==> config.mk <==
export PLATFORM = sky130hd
export DESIGN_NAME = grid_word_search_counter
export DESIGN_NICKNAME = d
export VERILOG_FILES = /design/src/sv/gwsc_pkg.sv /design/src/sv/grid_word_search_counter.sv
export VERILOG_INCLUDE_DIRS = /design/src /design/src/sv
export SDC_FILE = /design/constraint.sdc
export NUM_CORES = 2
export LEC_CHECK = 0
export ABC_AREA = 1
export BUFFER_PORTS_ARGS = -buffer_cell sky130_fd_sc_hd__buf_2
export CORE_ASPECT_RATIO = 0.5
export CORE_MARGIN = 5
export CORE_UTILIZATION = 25
export CTS_BUF_LIST = sky130_fd_sc_hd__clkbuf_8
export DETAILED_ROUTE_END_ITERATION = 7
export PLACE_DENSITY_LB_ADDON = 0.08
export SETUP_SLACK_MARGIN = 0.3
export SYNTH_ARGS = -nofsm -noshare
export SYNTH_HDL_FRONTEND = slang
export SYNTH_SLANG_ARGS = --single-unit
export TNS_END_PERCENT = 5
==> constraint.sdc <==
create_clock -name clk -period 19.7 [get_ports clk]
set_clock_uncertainty 0.1 [all_clocks]
set_input_delay 1.97 -clock clk [delete_from_list [all_inputs] [get_ports clk]]
set_output_delay 1.97 -clock clk [all_outputs]
set_load 0.01 [all_outputs]
==> src/sv/grid_word_search_counter_macros.svh <==
// Assertion macros shared by the grid word search counter RTL.
`ifndef GRID_WORD_SEARCH_COUNTER_MACROS_SVH
`define GRID_WORD_SEARCH_COUNTER_MACROS_SVH

// Same-cycle implication, sampled on clk, quiet during reset.
`define GWSC_ASSERT_IMP(name, ante, cons, msg) \
	name: assert property (@(posedge clk) disable iff (!arst_n) (ante) |-> (cons)) \
		else $error(msg);

// Next-cycle implication, sampled on clk, quiet during reset.
`define GWSC_ASSERT_NXT(name, ante, cons, msg) \
	name: assert property (@(posedge clk) disable iff (!arst_n) (ante) |=> (cons)) \
		else $error(msg);

`endif

==> src/sv/gwsc_pkg.sv <==
// Types, constants and helper functions for the grid word search counter.
`default_nettype none

package gwsc_pkg;

	localparam int unsigned GWSC_MAX_WIDTH   = 256;
	localparam int unsigned GWSC_COUNT_BITS  = 18;
	localparam int unsigned GWSC_CFG_W       = 9;
	localparam int unsigned GWSC_SYM_W       = 8;
	localparam int unsigned GWSC_NM_W        = 3;
	localparam int unsigned GWSC_HEAD_N      = 4;
	localparam int unsigned GWSC_WIN_N       = 7;
	localparam int unsigned GWSC_PEND_N      = 3;
	localparam logic [GWSC_CFG_W-1:0] GWSC_WIDTH_RESET = 9'd140;
	localparam logic [GWSC_CFG_W-1:0] GWSC_WIDTH_MIN   = 9'd4;

	localparam logic [GWSC_SYM_W-1:0] CHAR_X = 8'h58;
	localparam logic [GWSC_SYM_W-1:0] CHAR_M = 8'h4D;
	localparam logic [GWSC_SYM_W-1:0] CHAR_A = 8'h41;
	localparam logic [GWSC_SYM_W-1:0] CHAR_S = 8'h53;

	typedef enum logic [2:0] {
		CODE_OTHER = 3'd0,
		CODE_X     = 3'd1,
		CODE_M     = 3'd2,
		CODE_A     = 3'd3,
		CODE_S     = 3'd4
	} code_t;

	// Codes of one column: r1 is the row just above, r3 three rows up.
	typedef struct packed {
		code_t r3;
		code_t r2;
		code_t r1;
	} hist_t;

	function automatic code_t sym_code(input logic [GWSC_SYM_W-1:0] b);
		code_t c;
		case (b)
			CHAR_X:  c = CODE_X;
			CHAR_M:  c = CODE_M;
			CHAR_A:  c = CODE_A;
			CHAR_S:  c = CODE_S;
			default: c = CODE_OTHER;
		endcase
		return c;
	endfunction

	// XMAS read forward or backward, oldest cell first.
	function automatic logic is_word(input code_t a, input code_t b, input code_t c,
			input code_t d);
		return (a == CODE_X && b == CODE_M && c == CODE_A && d == CODE_S) ||
			(a == CODE_S && b == CODE_A && c == CODE_M && d == CODE_X);
	endfunction

endpackage

`default_nettype wire

==> src/sv/grid_word_search_counter.sv <==
// Top level of the grid word search counter: XMAS counting over a streamed grid.
//
// Usage: grid characters enter on the s_axis channel in row-major order, one
// byte per word, with s_axis_tuser high on the first character of a grid (it
// clears column, row count, row tail and the running total). cfg_data sets the
// row width (clamped to 4..MAX_WIDTH); write it only while the block is idle.
// Each character yields one word on m_axis: the matches that end at this cell
// (row, column, both diagonals, 0..4) and the saturating running total.
// An accepted character waits in the input register and, when it moves on, its
// result word is registered in the result register. Throughput: one character
// per cycle while m_axis_tready stays high; every cell is a fixed set of window
// compares plus one line-store read issued four columns ahead.
// Three earlier rows live in a line store with one read and one write per cycle
// and per-entry valid bits; the end-of-row updates are queued and written one
// at a time when no direct write is due, with bypass on the prefetch read.
// Reset: all control state clears at once, the line store reads as empty,
// the width returns to 140. No clearing pass is needed.
// Stall: while m_axis_tready is low the result word holds and, if the input
// register is empty, one more character is taken into it; then s_axis_tready drops.
`default_nettype none
`include "grid_word_search_counter_macros.svh"

module grid_word_search_counter
	import gwsc_pkg::*;
#(
	parameter int unsigned MAX_WIDTH  = GWSC_MAX_WIDTH,
	parameter int unsigned COUNT_BITS = GWSC_COUNT_BITS,
	localparam int unsigned ODATA_W   = ((COUNT_BITS + GWSC_NM_W + 7) / 8) * 8
) (
	input  wire logic                  clk,
	input  wire logic                  arst_n,
	input  wire logic                  s_axis_tvalid,
	output logic                       s_axis_tready,
	input  wire logic [GWSC_SYM_W-1:0] s_axis_tdata,  // [7:0] symbol
	input  wire logic                  s_axis_tuser,  // [0] grid_start
	output logic                       m_axis_tvalid,
	input  wire logic                  m_axis_tready,
	output logic [ODATA_W-1:0]         m_axis_tdata,  // [2:0] new_matches, then match_total
	input  wire logic                  cfg_valid,
	output logic                       cfg_ready,
	input  wire logic [GWSC_CFG_W-1:0] cfg_data
);

	localparam int unsigned AW    = (MAX_WIDTH > 1) ? $clog2(MAX_WIDTH) : 1;
	localparam int unsigned DEPTH = 1 << AW;
	localparam int unsigned WB    = ((AW + 2) > (GWSC_CFG_W + 1)) ? (AW + 2) : (GWSC_CFG_W + 1);
	localparam logic [1:0]  ROWS_FULL = 2'd3;

	// configuration
	logic [GWSC_CFG_W-1:0] grid_width_q;

	// input and result registers
	logic                  v_s1;
	logic [GWSC_SYM_W-1:0] sym_s1;
	logic                  start_s1;
	logic                  v_s2;
	logic [GWSC_NM_W-1:0]  nm_s2;
	logic [COUNT_BITS-1:0] tot_s2;

	// grid state
	logic [AW-1:0]         col_q;
	logic [1:0]            rows_q;
	hist_t                 rw_q;
	logic [COUNT_BITS-1:0] tot_q;
	hist_t                 head_q [GWSC_HEAD_N];
	hist_t                 win_q [GWSC_WIN_N-1];

	// line store, prefetch and queued end-of-row writes
	hist_t                 mem [DEPTH];
	logic [DEPTH-1:0]      hv_q;
	hist_t                 mem_rd_q;
	logic                  rd_hv_q;
	logic                  fwd_hit_q;
	hist_t                 fwd_d_q;
	logic [GWSC_PEND_N-1:0] pend_v_q;
	logic [AW-1:0]         pend_a_q [GWSC_PEND_N];
	hist_t                 pend_d_q [GWSC_PEND_N];

	// combinational
	logic                  fire;
	logic [WB-1:0]         w_ext;
	logic [WB-1:0]         max_ext;
	logic [WB-1:0]         w_eff;
	logic [AW-1:0]         c;
	logic [WB-1:0]         c_ext;
	logic                  last;
	logic                  c_ge3;
	logic [1:0]            rows;
	hist_t                 rw;
	logic [COUNT_BITS-1:0] tot;
	code_t                 code;
	hist_t                 rd;
	hist_t                 win [GWSC_WIN_N];
	logic                  hz, vt, ul, ur;
	logic [GWSC_NM_W-1:0]  nm;
	logic [COUNT_BITS:0]   sum;
	logic [COUNT_BITS-1:0] tot_next;
	logic [AW-1:0]         ca [GWSC_HEAD_N];
	hist_t                 cm [GWSC_HEAD_N];
	code_t                 ck [GWSC_HEAD_N];
	logic                  dir_we;
	logic                  mem_we;
	logic [AW-1:0]         mem_wa;
	hist_t                 mem_wd;
	logic [AW-1:0]         ra;
	logic                  fwd_hit;
	hist_t                 fwd_d;

	assign cfg_ready     = 1'b1;
	assign fire          = v_s1 && (!v_s2 || m_axis_tready);
	assign s_axis_tready = !v_s1 || fire;
	assign m_axis_tvalid = v_s2;
	assign m_axis_tdata  = ODATA_W'({tot_s2, nm_s2});

	always_comb begin
		w_ext   = WB'(grid_width_q);
		max_ext = WB'(MAX_WIDTH);
		if (w_ext < WB'(GWSC_WIDTH_MIN)) begin
			w_eff = WB'(GWSC_WIDTH_MIN);
		end else if (w_ext > max_ext) begin
			w_eff = max_ext;
		end else begin
			w_eff = w_ext;
		end

		c     = start_s1 ? '0 : col_q;
		rows  = start_s1 ? '0 : rows_q;
		rw    = start_s1 ? '0 : rw_q;
		tot   = start_s1 ? '0 : tot_q;
		c_ext = WB'(c);
		last  = (c_ext + WB'(1)) >= w_eff;
		c_ge3 = c_ext >= WB'(3);
		code  = sym_code(sym_s1);

		// history of columns c-3 .. c+3; a row starts from the head copies
		rd = fwd_hit_q ? fwd_d_q : (rd_hv_q ? mem_rd_q : '0);
		if (c == '0) begin
			for (int k = 0; k < 3; k++) begin
				win[k] = '0;
			end
			for (int k = 0; k < GWSC_HEAD_N; k++) begin
				win[k+3] = head_q[k];
			end
		end else begin
			for (int k = 0; k < GWSC_WIN_N - 1; k++) begin
				win[k] = win_q[k];
			end
			win[GWSC_WIN_N-1] = rd;
		end

		hz = c_ge3 && is_word(rw.r3, rw.r2, rw.r1, code);
		vt = (rows == ROWS_FULL) && is_word(win[3].r3, win[3].r2, win[3].r1, code);
		ul = (rows == ROWS_FULL) && c_ge3 && is_word(win[0].r3, win[1].r2, win[2].r1, code);
		ur = (rows == ROWS_FULL) && ((c_ext + WB'(3)) < w_eff) &&
			is_word(win[6].r3, win[5].r2, win[4].r1, code);
		nm = GWSC_NM_W'(hz) + GWSC_NM_W'(vt) + GWSC_NM_W'(ul) + GWSC_NM_W'(ur);

		sum      = {1'b0, tot} + (COUNT_BITS+1)'(nm);
		tot_next = sum[COUNT_BITS] ? '1 : sum[COUNT_BITS-1:0];

		// pushes into columns c-3 .. c
		ck[0] = rw.r3;
		ck[1] = rw.r2;
		ck[2] = rw.r1;
		ck[3] = code;
		ca[0] = c - AW'(3);
		ca[1] = c - AW'(2);
		ca[2] = c - AW'(1);
		ca[3] = c;
		for (int k = 0; k < GWSC_HEAD_N; k++) begin
			cm[k] = '{r3: win[k].r2, r2: win[k].r1, r1: ck[k]};
		end

		dir_we = fire && c_ge3;
		mem_we = dir_we || pend_v_q[0];
		mem_wa = dir_we ? ca[0] : pend_a_q[0];
		mem_wd = dir_we ? cm[0] : pend_d_q[0];

		ra      = c + AW'(4);
		fwd_hit = 1'b0;
		fwd_d   = '0;
		for (int p = 0; p < GWSC_PEND_N; p++) begin
			if (pend_v_q[p] && pend_a_q[p] == ra) begin
				fwd_hit = 1'b1;
				fwd_d   = pend_d_q[p];
			end
		end
	end

	always_ff @(posedge clk or negedge arst_n) begin
		if (!arst_n) begin
			grid_width_q <= GWSC_WIDTH_RESET;
			v_s1         <= 1'b0;
			v_s2         <= 1'b0;
			col_q        <= '0;
			rows_q       <= '0;
			rw_q         <= '0;
			tot_q        <= '0;
			hv_q         <= '0;
			rd_hv_q      <= 1'b0;
			fwd_hit_q    <= 1'b0;
			pend_v_q     <= '0;
			for (int i = 0; i < GWSC_HEAD_N; i++) begin
				head_q[i] <= '0;
			end
		end else begin
			if (cfg_valid) begin
				grid_width_q <= cfg_data;
			end
			if (s_axis_tready) begin
				v_s1 <= s_axis_tvalid;
			end
			if (!v_s2 || m_axis_tready) begin
				v_s2 <= v_s1;
			end
			if (mem_we) begin
				hv_q[mem_wa] <= 1'b1;
			end
			if (fire) begin
				col_q     <= last ? '0 : c + AW'(1);
				rows_q    <= (last && rows != ROWS_FULL) ? rows + 2'd1 : rows;
				rw_q      <= last ? '0 : hist_t'{r3: rw.r2, r2: rw.r1, r1: code};
				tot_q     <= tot_next;
				rd_hv_q   <= hv_q[ra];
				fwd_hit_q <= fwd_hit;
				for (int i = 0; i < GWSC_HEAD_N; i++) begin
					if (dir_we && ca[0] == AW'(i)) begin
						head_q[i] <= cm[0];
					end
					if (last) begin
						for (int k = 1; k < GWSC_HEAD_N; k++) begin
							if (ca[k] == AW'(i)) begin
								head_q[i] <= cm[k];
							end
						end
					end
				end
			end
			// end-of-row pushes drain one a cycle, behind the direct push
			if (fire && last) begin
				pend_v_q <= '1;
			end else if (!dir_we && pend_v_q[0]) begin
				pend_v_q <= {1'b0, pend_v_q[GWSC_PEND_N-1:1]};
			end
		end
	end

	always_ff @(posedge clk) begin
		if (s_axis_tvalid && s_axis_tready) begin
			sym_s1   <= s_axis_tdata;
			start_s1 <= s_axis_tuser;
		end
		if (fire) begin
			nm_s2    <= nm;
			tot_s2   <= tot_next;
			mem_rd_q <= mem[ra];
			fwd_d_q  <= fwd_d;
			for (int k = 0; k < GWSC_WIN_N - 1; k++) begin
				win_q[k] <= win[k+1];
			end
		end
		if (mem_we) begin
			mem[mem_wa] <= mem_wd;
		end
		if (fire && last) begin
			for (int p = 0; p < GWSC_PEND_N; p++) begin
				pend_a_q[p] <= ca[p+1];
				pend_d_q[p] <= cm[p+1];
			end
		end else if (!dir_we && pend_v_q[0]) begin
			for (int p = 0; p < GWSC_PEND_N - 1; p++) begin
				pend_a_q[p] <= pend_a_q[p+1];
				pend_d_q[p] <= pend_d_q[p+1];
			end
		end
	end

	`GWSC_ASSERT_IMP(a_no_push_over_queue, dir_we, pend_v_q == '0, "push while queue busy")
	`GWSC_ASSERT_NXT(a_queue_load, fire && last, pend_v_q == '1, "row-end queue not loaded")
	`GWSC_ASSERT_IMP(a_hold_when_full, v_s1 && v_s2 && !m_axis_tready, !s_axis_tready, "taken when full")

endmodule

`default_nettype wire
==> flow_summary.toml <==
[run_status]
outcome = "complete, no violations"

[setup_path]
worstPathArrival_ns = 9.06
setup.worst_path.end_class = "register"
required_ns = 20.57
path_class = "register to register"
reg2reg_from = "start_s1"
setup.worst_path.start_class = "register"
critPathMaxStageDelay_ns = 0.74
worst_path_most_repeated_cell = "nand2_1"
cp-startpoint = "start_s1"
cpMaxStageDelayCell = "nand4_1"
path_max_fanout = 110

[placement]
hpwl_um = 260000
gp_congestion = 0.806
port-buffer-count = 45
placed_cells = 15800

[cts]
post_cts_resized = 0
cts_root_buf = "clkbuf_8"
cts_sinks = 2802
clk_latency_ns = 1.10
numCtsBuffers = 463
postCtsSetupBuffers = 0
cts_buffer_depth = 4
clk_pin_slew_ns = 0.06
holdBufCountCts = 0
h-tree-depth = 5
cts_tree = "built"

[route]
via_count = 79700
wire_per_inst_um = 27.0
drc = 0
totalWireLength_um = 449000
firstDrtPassIters = 5
ant_nets = 0
drt-initial-drc-count = 7455
routed_via_density = 4.79

[power_and_ir_drop]
combPwrFrac_pct = 23.0
vdd_drop_max_v = 0.0000771
p_sw_share_pct = 34.9
p_switching_w = 0.00560
clkPwrFrac_pct = 31.8
power.leakage_nw = 46.3
seqPwrFrac_pct = 45.2
p_int_w = 0.0105
p_per_area_nw_per_um2 = 121
total_power_w = 0.0160

[global_routing]
grt_max_degree = 147
grt_pass1_wl_um = 629000
grt_util_all_layers_pct = 18.0
overflow = 0
grt_pass1_vias = 78300
antenna_found_initial = 45

[flow_run]
drv_cap = 0

[synthesis]
synth_area_um2 = 117000
synth_edf_count = 2457
yosysWarnings = 0
syn-instance-count = 10000
ys_seq_elements = 2802
synth_area_per_cell_um2 = 11.6
yosysUniqueCellTypes = 56
async_reset_ff_share_pct = 12.3
ys_seq_area_share_pct = 70.6
synth_ff_type = "edfxtp_1"

[finish]
layout.nets = 10100
layout-drive-gt1-share_pct = 9.54
final_cells = 16600
fill_cells = 48300
area_growth_pct = 13.7
post-route-util_pct = 28.5

[sta]
grt_setup_unrepaired = "no"
final.setup.tns_ns = 0
tightest_slew_ns = 1.42
final-max-slew-violation-count = 0
setup_viol = 0
slew_headroom_pct = 5.19
fmax_mhz = 122
hold_viol = 0
period_share_pct = 41.6
fin_hold_ws_ns = 0.358
finalCriticalPeriod_ns = 8.19

[die]
core_area_um2 = 465000
die_w_um = 976
io_pins = 50
row_count = 177
start_util_pct = 25.1
dieArea_um2 = 482000
dieHeight_um = 493

[worst_hold_path]
min_path_type = "register to register"
hold_start = "hv_q[103]"
## Yosys cell counts (all sizes together) (3+ instances only)
master     n  area, µm²
nor4       8       56.3
xnor2      4       35.0
ha        39        488
nor3      21        149
clkbuf   471       1770
and2       3       18.8
o31ai      4       30.0
buf      204        950
o221ai   109        955
edfxtp  2457      73800
o21ai   1418       7130
nand2    972       3680
nand3    826       4140
or2      241       1510
o211ai   463       3480
dfrtp    342       8560
a31oi     11       68.8
dfstp      3       78.8
o22ai     96        601
nand4     15       93.8
nor2    1797       6840
inv      360       1350
xor2      24        218
a21oi    118        594
clkinv     3       11.3
## power by group through the flow
stage,clock network [W],registers [W],logic [W]
after global routing,0.00554,0.00728,0.00403
final,0.00510,0.00726,0.00369
after floorplan,0,0.00766,0.00201
after CTS,0.00528,0.00726,0.00377
after global placement,0,0.00739,0.00377
after detailed placement,0,0.00738,0.00376
## critical path: cells and delay by family, from the launching register on
kind / cells / cell delay (ns)
xor+xnor: 1 / 0.15
simple gates: 14 / 2.68
buf+inv: 5 / 1.48
flops: 1 / 0.43
fa+ha+maj: 6 / 1.82
compound gates: 6 / 1.08
## sequential cells by signal, indices dropped and copies added (netlist names), 2 cells and up
signal	count
col_q	8
fwd_d_q	9
grid_width_q	9
head_q	36
hv_q	256
mem	2304
mem_rd_q	9
nm_s2	3
pend_a_q	24
pend_d_q	27
pend_v_q	3
rows_q	2
rw_q	9
sym_s1	8
tot_q	18
tot_s2	18
win_q	54
## per-stage QoR
step | instance area, µm² | setup WS [ns]
detailed placement | 124000 | 11.55
floorplan | 117000 | 4.59
CTS | 133000 | 11.52
finish | 133000 | 11.51
global route | 133000 | 10.97
global placement | 124000 | 11.42
## cells in the final DEF, fill, tap and decap left out, drive strengths merged, types with 24 or more instances in the layout
master and instances:
nor2 1797, xor2 24, a21oi 118, inv 562, or2 241, nand2 972
clkinv 121, ha 39, clkbuf 536, o221ai 109, o22ai 96, o21ai 1418
o211ai 463, dfrtp 342, edfxtp 2457, nand3 826, buf 238
## final cells by class
class	instances	area [µm²]	share of cell area, %
timing repair buffer	238	1860	1.40
multi-input combinational	6190	30500	23.0
clock buffer	536	7380	5.56
tap	6175	7730	5.82
antenna	12	30.0	0.0226
clock inverter	328	1460	1.10
inverter	363	1400	1.05
sequential	2802	82400	62.1
## cells by family after synthesis
kind of cell,after synthesis,share of synthesized area (%)
AO/OA/AOI/OAI,2231,11.1
XOR/XNOR,28,0.216
adder cells (fa/ha/maj),41,0.452
buffers and inverters,1038,3.50
flip-flops,2802,70.6
multiplexers,1,0.00964
other,2,0.00643
AND/OR/NAND/NOR,3885,14.1
## per-layer routing
metal  wire length, µm  vias to the layer above  GRT usage [%]
met5                13                        -              0
met4             10600                        2           4.19
met3             24300                      577           3.07
met2            198000                     2133           27.5
met1            217000                    40900           26.5
li1                  -                    36100              -
## worst paths after layout
kind,endpoint,slack (ns),cells after the start
min reg2reg,hv_q[103],0.36,1
max reg2reg,tot_q[14],11.51,32
min,hv_q[103],0.36,1
max,tot_q[14],11.51,32
max in group asynchronous,hv_q[224],16.43,3
min in group asynchronous,hv_q[5],0.82,1
Note: power is estimated with default switching activity, not from simulation.
